[src/design/fct_pkg.sv]
// ----------------------------------------------------------------------------
// fct_pkg
// shared types and constants of the flow completion tracker
// ----------------------------------------------------------------------------
package fct_pkg;

    localparam int FLOW_ID_W  = 64;
    localparam int COUNT_W    = 32;
    localparam int SIZE_W     = 32;
    localparam int PAYLOAD_W  = 16;
    localparam int TIME_W     = 63;
    localparam int BYTES_W    = 48;
    localparam int STATUS_W   = 2;

    // status codes of a result item
    localparam logic [STATUS_W-1:0] STATUS_UPDATED = 2'd0;
    localparam logic [STATUS_W-1:0] STATUS_DONE    = 2'd1;
    localparam logic [STATUS_W-1:0] STATUS_FULL    = 2'd2;

    // hash unit folds this many key bits per cycle
    localparam int HASH_BITS   = 4;
    localparam int HASH_CHUNKS = FLOW_ID_W / HASH_BITS;
    localparam int HASH_CNT_W  = $clog2(HASH_CHUNKS + 1);

    typedef enum logic [2:0] {
        ST_CLEAR,
        ST_IDLE,
        ST_HASH,
        ST_READ,
        ST_CHECK,
        ST_WRITE
    } t_state;

    // one table slot
    typedef struct packed {
        logic                 used;
        logic [FLOW_ID_W-1:0] key;
        logic [TIME_W-1:0]    first_time;
        logic [TIME_W-1:0]    last_time;
        logic [COUNT_W-1:0]   expected;
        logic [COUNT_W-1:0]   count;
        logic [SIZE_W-1:0]    size;
        logic [BYTES_W-1:0]   bytes;
    } t_entry;

    // controller to datapath
    typedef struct packed {
        logic capture;     // latch the input item, start hashing
        logic hash_step;   // fold one chunk of the key
        logic clr_step;    // zero one slot of the clearing sweep
        logic probe_init;  // first probe at the home slot
        logic rd_en;       // read the slot at the probe address
        logic probe_next;  // move to the next slot
        logic set_full;    // no slot found
        logic commit;      // write back the slot and load the result
    } t_cmd;

    // datapath to controller
    typedef struct packed {
        logic hash_done;
        logic clr_last;
        logic match;       // slot is free or holds the flow
        logic probe_last;
        logic out_busy;    // result register still held by the receiver
    } t_sts;

endpackage

[src/design/fct_ctrl.sv]
// ----------------------------------------------------------------------------
// fct_ctrl
// sequencer for the clearing sweep, hashing, probing and write-back
// ----------------------------------------------------------------------------
module fct_ctrl (
    input  logic          i_clk,
    input  logic          i_rst_n,
    input  logic          i_in_valid,
    output logic          o_in_ready,
    input  fct_pkg::t_sts i_sts,
    output fct_pkg::t_cmd o_cmd
);
    import fct_pkg::*;

    t_state r_state;
    t_state n_state;

    always_ff @(posedge i_clk) begin
        if (!i_rst_n) begin
            r_state <= ST_CLEAR;
        end else begin
            r_state <= n_state;
        end
    end

    always_comb begin
        n_state = r_state;
        case (r_state)
            ST_CLEAR: begin
                if (i_sts.clr_last) n_state = ST_IDLE;
            end
            ST_IDLE: begin
                if (i_in_valid) n_state = ST_HASH;
            end
            ST_HASH: begin
                if (i_sts.hash_done) n_state = ST_READ;
            end
            ST_READ: begin
                n_state = ST_CHECK;
            end
            ST_CHECK: begin
                if (i_sts.match || i_sts.probe_last) n_state = ST_WRITE;
                else n_state = ST_READ;
            end
            ST_WRITE: begin
                if (!i_sts.out_busy) n_state = ST_IDLE;
            end
            default: n_state = ST_CLEAR;
        endcase
    end

    always_comb begin
        o_cmd      = '0;
        o_in_ready = 1'b0;
        case (r_state)
            ST_CLEAR: begin
                o_cmd.clr_step = 1'b1;
            end
            ST_IDLE: begin
                o_in_ready    = 1'b1;
                o_cmd.capture = i_in_valid;
            end
            ST_HASH: begin
                o_cmd.hash_step  = !i_sts.hash_done;
                o_cmd.probe_init = i_sts.hash_done;
            end
            ST_READ: begin
                o_cmd.rd_en = 1'b1;
            end
            ST_CHECK: begin
                o_cmd.set_full   = !i_sts.match && i_sts.probe_last;
                o_cmd.probe_next = !i_sts.match && !i_sts.probe_last;
            end
            ST_WRITE: begin
                o_cmd.commit = !i_sts.out_busy;
            end
            default: begin
                o_cmd = '0;
            end
        endcase
    end

endmodule

[config.mk]
export PLATFORM = sky130hd
export DESIGN_NAME = fct_ctrl
export DESIGN_NICKNAME = d
export VERILOG_FILES = /design/src/design/fct_pkg.sv /design/src/design/fct_ctrl.sv
export SDC_FILE = /design/constraint.sdc
export NUM_CORES = 1
export LEC_CHECK = 0
export BUFFER_PORTS_ARGS = -buffer_cell sky130_fd_sc_hd__buf_4
export CORE_AREA = 2 2 39 41
export CTS_CLUSTER_DIAMETER = 200
export DETAILED_ROUTE_END_ITERATION = 8
export DIE_AREA = 0 0 41 43
export PLACE_DENSITY = 0.51
export SKIP_CTS_REPAIR_TIMING = 1
export SYNTH_ARGS = -nofsm -noshare
export SYNTH_HDL_FRONTEND = slang
export SYNTH_SLANG_ARGS = --single-unit
[constraint.sdc]
create_clock -name i_clk -period 1.6 [get_ports i_clk]
set_input_delay 0.32 -clock i_clk [delete_from_list [all_inputs] [get_ports i_clk]]
set_output_delay 0.32 -clock i_clk [all_outputs]
set_load 0.1 [all_outputs]
### Word level (Yosys, flattened, before mapping)

Cells that the tools add are included.

* flip-flop bits (word level): 3
* bits of input ports: 8
* output and inout bits: 9
* logic and storage cells: 33

* equality and inequality tests: 9
* multiplexer cells: 14
* reductions and logical operators: 9

Operators by type and width (count)
* case mux 3 bit (6 select lines): 1
* two-way mux 3 bit: 5
* inequality test 2 bit (second input constant): 4
* two-way mux 1 bit: 7
* equality test 3 x 2 -> 1 bit (second input constant): 2
* equality test 3 bit (second input constant): 2
* zero test 1 bit: 4
* AND reduction 4 bit: 1
* equality test 3 x 1 -> 1 bit (second input constant): 1
* zero test 3 bit: 1
* logical AND 1 bit: 2
* two-way mux 2 bit: 1
* logical OR 1 bit: 1

### Logic depth before layout (Yosys ltp)

Gate-level depths: netlist (run 1).

* depth after elaboration: 3
* gate-level depth with buffers: 4
* mapped depth without buffers: 3

### Worst setup path after synthesis (run 1)

OpenSTA, ideal clock, no wires.

* path type: register to output
* start point: register r_state[2]
* end point: output o_cmd[7] (netlist name)
* data arrival time: 3753 ps
* required time: 1280 ps
* path slack: -2473 ps
* stages on the path, launching flop included: 4
* buffers on the path: 1
* cells stage by stage: dfxtp_1 -> buf_2 -> nor3b_1 -> and2_1

RTL lines
* start: declaration: line fct_ctrl.sv:15 `t_state r_state;`
* start signal: assignment: line fct_ctrl.sv:22 `r_state <= n_state;`
* end: declaration: line fct_ctrl.sv:11 `output fct_pkg::t_cmd o_cmd`

==> results of run 1 <==
[routing by layer]
metal / vias to the layer above / share of wire, % / track usage (%)
met4: 0 / 0 / 2.000
met5: - / 0 / 0
li1: 162 / - / -
met3: 0 / 8.3 / 5.236
met1: 154 / 46 / 13.83
met2: 11 / 46 / 12.50
[power by group]
| part | internal [mW] | switching, mW | leakage (nW) |
|---|---|---|---|
| registers | 0.0882 | 0.00681 | 0.0254 |
| logic | 0.141 | 0.270 | 0.211 |
| clock network | 0.0934 | 0.0383 | 0.0150 |
| total | 0.322 | 0.315 | 0.251 |
[stage by stage]
step / total power [mW] / TNS (ns) / setup WS, ns / util [%]
after global placement: 0.4701 / 0 / 0.08653 / 34.63
after detailed placement: 0.4685 / 0 / 0.07307 / 34.63
after floorplan: 0.4042 / -2.367 / -0.5460 / -
final: 0.6369 / -0.2209 / -0.1080 / 42.04
after CTS: 0.6059 / -0.6045 / -0.1749 / 36.53
after global routing: 0.6738 / -0.5046 / -0.1717 / 42.04
[worst min-delay path by stage]
stage / start / slack, ns / end / cells after the start
after floorplan: i_rst_n / 0.45 / r_state[1]$_SDFFE_PN0P_ / 1
after CTS: i_rst_n / 0.34 / r_state[1]$_SDFFE_PN0P_ / 2
final: i_rst_n / 0.34 / r_state[1]$_SDFFE_PN0P_ / 2
after global placement: i_rst_n / 0.58 / r_state[1]$_SDFFE_PN0P_ / 2
after detailed placement: i_rst_n / 0.58 / r_state[1]$_SDFFE_PN0P_ / 2
after global routing: i_rst_n / 0.34 / r_state[1]$_SDFFE_PN0P_ / 2
[cell families after synthesis]
logic type,share of synthesized area [%]
simple gates,40.76
compound gates,19.91
buf+inv,12.32
flops,22.75
mux,4.265
[cells in the mapped netlist (2+ instances only)]
library cell | instances | area [um2]
nor3_1 | 2 | 10.01
dfxtp_1 | 3 | 60.06
a21oi_1 | 2 | 10.01
nor2_1 | 2 | 7.510
buf_2 | 2 | 10.01
nor3b_1 | 2 | 15.01
inv_1 | 3 | 11.26
[critical path, stage by stage, from the launching register on]
cell,delay [ns]
dfxtp_2,0.32
or3b_4,0.41
nor3b_4,0.22
buf_12,0.20
[area by class of cell]
type | instances | area share, %
Multi-Input combinational cell | 24 | 42.37
Timing Repair Buffer | 20 | 36.99
Sequential cell | 3 | 10.75
Clock buffer | 4 | 4.516
Tap cell | 16 | 3.441
Inverter | 3 | 1.935
==> run metrics, run 1 <==
initial core utilization 19.08%; initial antenna violation count 0; final hold slack 0.3409 ns; PnR worst setup slack -0.1080 ns; syn avg cell area 8.000 um2; Vias/cell 4.671; #FFs+latches synth 3; port buffer count 16; Sink Count 3; RSZ-0062 raised after global routing yes; # setup viols final 3; row cnt 14; Worst EP required around 1.3 ns; CP Launch Type flip-flop; number of global-route vias before repair 268; CTS tree done; r2r setup slk 0.23 ns; worst setup path start r_state[0]$_SDFFE_PN0P_; fin area 581.8 um2; CTS Buf Count 3; DRC Markers 0; count of pins over their slew limit 0; fmax 585.5 MHz; R2R depth 4; largest reg by FF count r_state; FF/Latch Area roughly 63 um2; worst setup path end o_cmd[1]; Clock Latency Late Sink 0.23 ns; H-tree levels 1; Syn. warnings 0; die width 41 um; Leak Pwr 0.2510 nW; Core Area 1384 um2; fin crit period 1.708 ns; outcome finished with violations; Global Route Usage Sum around 9.6%; die area 1763 um2; nets 63; commonest cells after routing, fill and taps aside buf_4 (12), buf_12 (4), buf_6 (4), inv_1 (3), clkbuf_4 (3); WL/cell around 11 um; Post-synth EDFFs 0; worst reg2reg path startpoint r_state[1]$_SDFFE_PN0P_; Routed WL 796 um; multi-input combinational cell area ~250 um2; Syn Nets 41; largest net degree at the start of global routing 11; crit share post-route 106.7%; CP Data Arrival Time about 1.4 ns; Least-Margin Pin Slew 0.2853 ns; 1st-pass router iterations 4; CP Capture Type output port; placed cell count 65; post-synthesis sequential area ratio 22.75%; Worst slew margin 80.82%; Final Hold Fails 0; IO Pins 17; Die Y 43 um; FF-to-FF End r_state[2]$_SDFFE_PN0P_; failing checks setup timing; Critical Path Fanout Max 3; Syn-to-layout area delta 120.4%; share of cells above drive strength 1 66.67%; Post-Layout Cell Count 70; pwr dens 1095 nW/um2; Synth Flop Type dfxtp_1; Yosys cell types 24; vias 327; initial drt markers 4; ys async rst share 0%; Peak VDD IR 0.4789 mV; Crit Path Category reg2out; ANT cells 0; post-synthesis cell count 33; total grt overflow 0; fillcell total 148; routability cong. between 0.6 and 0.7; post-route ant nets 0; Max-Cap Viols 0; clk slew on worst S/H paths ~0.040 ns; Cell Area, Synth 264.0 um2; Root Driver clkbuf_4; clock skew roughly 0.0029 ns; Largest register FFs 3; Clock Tree Buf Depth 2; worst hold path type in2reg; HPWL after DPL 588.4 um; commonest non-fill, non-tap cell in the layout buf_4; global-route wire length before repair 1166 um; Top Registers r_state: 3 flops; DP Area 479.2 um2
Note: power is estimated with default switching activity, not from simulation.
==> inputs of run 2 (changes only) <==
ABC_AREA = 1   (was default)
PLACE_DENSITY = 0.52   (was 0.51)
==> run metrics, run 2 <==
initial drt markers 7 (was 4); Cell Area, Synth 282.8 um2 (was 264.0 um2); Clock Latency Late Sink 0.23 ns (about the same); Peak VDD IR 0.6637 mV (was 0.4789 mV); die area 1763 um2 (unchanged); Post-Layout Cell Count 85 (was 70); Top Registers r_state: 3 flops (unchanged); crit share post-route 95.99% (was 106.7%); clk slew on worst S/H paths 0.04 ns (about the same); Post-Route Setup TNS 0 ns (was -0.2209 ns); clock skew 0.002934 ns (was 0.002852 ns); #FFs+latches synth 3 (unchanged); Global Route Usage Sum 10.54% (was 9.639%); Syn Nets 56 (was 41); final hold slack 0.2888 ns (was 0.3409 ns); share of cells above drive strength 1 56.52% (was 66.67%); CP Capture Type output port (unchanged); Post-synth top cells inv_1 (8), nor2_1 (7), nand2_1 (6) (was dfxtp_1 (3), inv_1 (3)); top cell type's share of synthesized area 21.24% (was 22.75%); commonest non-fill, non-tap cell in the layout buf_4 (unchanged); fmax 651.1 MHz (was 585.5 MHz); pwr dens 2127 nW/um2 (was 1095 nW/um2); post-synthesis sequential area ratio 21.24% (was 22.75%); Syn. warnings 0 (unchanged); pre-CTS setup slack 0.1036 ns (was 0.07307 ns); Die Y 43 um (unchanged); die width 41 um (unchanged); placed cell count 81 (was 65); Crit Path Category reg2out (unchanged); CP Launch Type flip-flop (unchanged); CP Data Arrival Time 1.22 ns (was 1.39 ns); syn avg cell area 5.891 um2 (was 8.000 um2); Vias/cell 4.365 (was 4.671); DRC Markers 0 (unchanged); overall power 1.208 mW (was 0.6369 mW); # setup viols final 0 (was 3); row cnt 14 (unchanged); CTS tree done (unchanged); largest reg by FF count r_state (unchanged); largest net degree at the start of global routing 8 (was 11); commonest cells after routing, fill and taps aside buf_4 (12), inv_1 (7), nand2_1 (6), nor2_4 (5), buf_6 (4) (was buf_4 (12), buf_12 (4), buf_6 (4), inv_1 (3), clkbuf_4 (3)); ANT cells 0 (unchanged); RSZ-0062 raised after global routing yes (unchanged); Post-synth EDFFs 0 (unchanged); Final Hold Fails 0 (unchanged); H-tree levels 1 (unchanged); Worst slew margin 81.58% (was 80.82%); PnR worst setup slack 0.06410 ns (was -0.1080 ns); IO Pins 17 (unchanged); port buffer count 16 (unchanged); Sink Count 3 (unchanged); post-route ant nets 0 (unchanged); Routed WL 791 um (was 796 um); largest cells by area after synthesis dfxtp_1 (21%), inv_1 (11%), nor2_1 (9.3%) (was dfxtp_1 (23%), nor3b_1 (5.7%), buf_6 (4.3%)); total grt overflow 0 (unchanged); Least-Margin Pin Slew 0.2786 ns (was 0.2853 ns); Max-Cap Viols 0 (unchanged); count leader, synth inv_1; vias 371 (was 327); ys async rst share 0% (unchanged); Core Util, Final 41.05% (was 42.04%); area leader, netlist dfxtp_1 (unchanged); initial core utilization 20.43% (was 19.08%); Synth Flop Type dfxtp_1 (unchanged); HPWL after DPL 636.5 um (was 588.4 um); number of global-route vias before repair 331 (was 268); Yosys cell types 19 (was 24); Largest register FFs 3 (unchanged); WL/cell 9.306 um (was 11.37 um); Worst EP required 1.28 ns (about the same); routability cong. 0.6276 (was 0.6970); Clock Tree Buf Depth 2 (unchanged); Core Area 1384 um2 (unchanged); count of pins over their slew limit 0 (unchanged); nets 78 (was 63); CTS Buf Count 3 (unchanged); Root Driver clkbuf_4 (unchanged); Leak Pwr 0.2884 nW (was 0.2510 nW); DP Area 478.0 um2 (was 479.2 um2); fin area 568.0 um2 (was 581.8 um2); worst hold path type in2reg (unchanged); fin crit period 1.536 ns (was 1.708 ns); Syn-to-layout area delta 100.9% (was 120.4%); initial antenna violation count 0 (unchanged); outcome finished, final reports clean (was finished with violations); global-route wire length before repair 1262 um (was 1166 um); 1st-pass router iterations 4 (unchanged); Critical Path Fanout Max 7 (was 3); post-synthesis cell count 48 (was 33)
## run 2: changes by cell type after synthesis, sizes merged, moves of 2 or more
cell   delta
buf       -2
inv       +8
nand2     +7
nand3     +4
nand4     +3
nor2      +7
o21ai     +2
## run 2: final cells by class
type / count / area (um2)
Multi-Input combinational cell: 33 / 232.7
Fill cell: 154 / 815.8
Timing Repair Buffer: 18 / 175.2
Inverter: 11 / 47.55
Sequential cell: 3 / 66.31
Clock buffer: 4 / 26.28
Tap cell: 16 / 20.02
## run 2: worst paths after layout
path / start / end / slack (ns) / depth (start not counted)
worst min-delay path: i_rst_n / r_state[0]$_SDFFE_PN0P_ / 0.29 / 3
worst max-delay path: r_state[2]$_SDFFE_PN0P_ / o_cmd[1] / 0.06 / 3
worst min register to register: r_state[1]$_SDFFE_PN0P_ / r_state[1]$_SDFFE_PN0P_ / 0.64 / 3
worst max register to register: r_state[1]$_SDFFE_PN0P_ / r_state[0]$_SDFFE_PN0P_ / 0.43 / 8
## run 2: cell families (layout without fill, tap and decap cells)
logic type | count (synthesis) | after routing | synth area share, %
buffers and inverters | 12 | 33 | 18.58
AOI/OAI and AO/OA | 6 | 6 | 11.95
DFF | 3 | 3 | 21.24
and+or+nand+nor | 27 | 27 | 48.23
## run 2: layer usage
metal | routed length, um | track usage [%] | vias up
met3 | 45 | 0 | 2
li1 | - | - | 195
met4 | 15 | 10.00 | 0
met1 | 308 | 13.18 | 163
met2 | 421 | 15.31 | 11
met5 | 0 | 0 | -
## run 2: where the power goes
part	switching (mW)	internal (mW)
logic	0.638	0.262
clock network	0.0385	0.0934
registers	0.0638	0.112
total	0.740	0.468
## run 2: critical path, cell delays in order (launching register included)
cell,delay [ns]
dfxtp_2,0.43
nand3_2,0.13
nor3b_4,0.22
buf_12,0.20
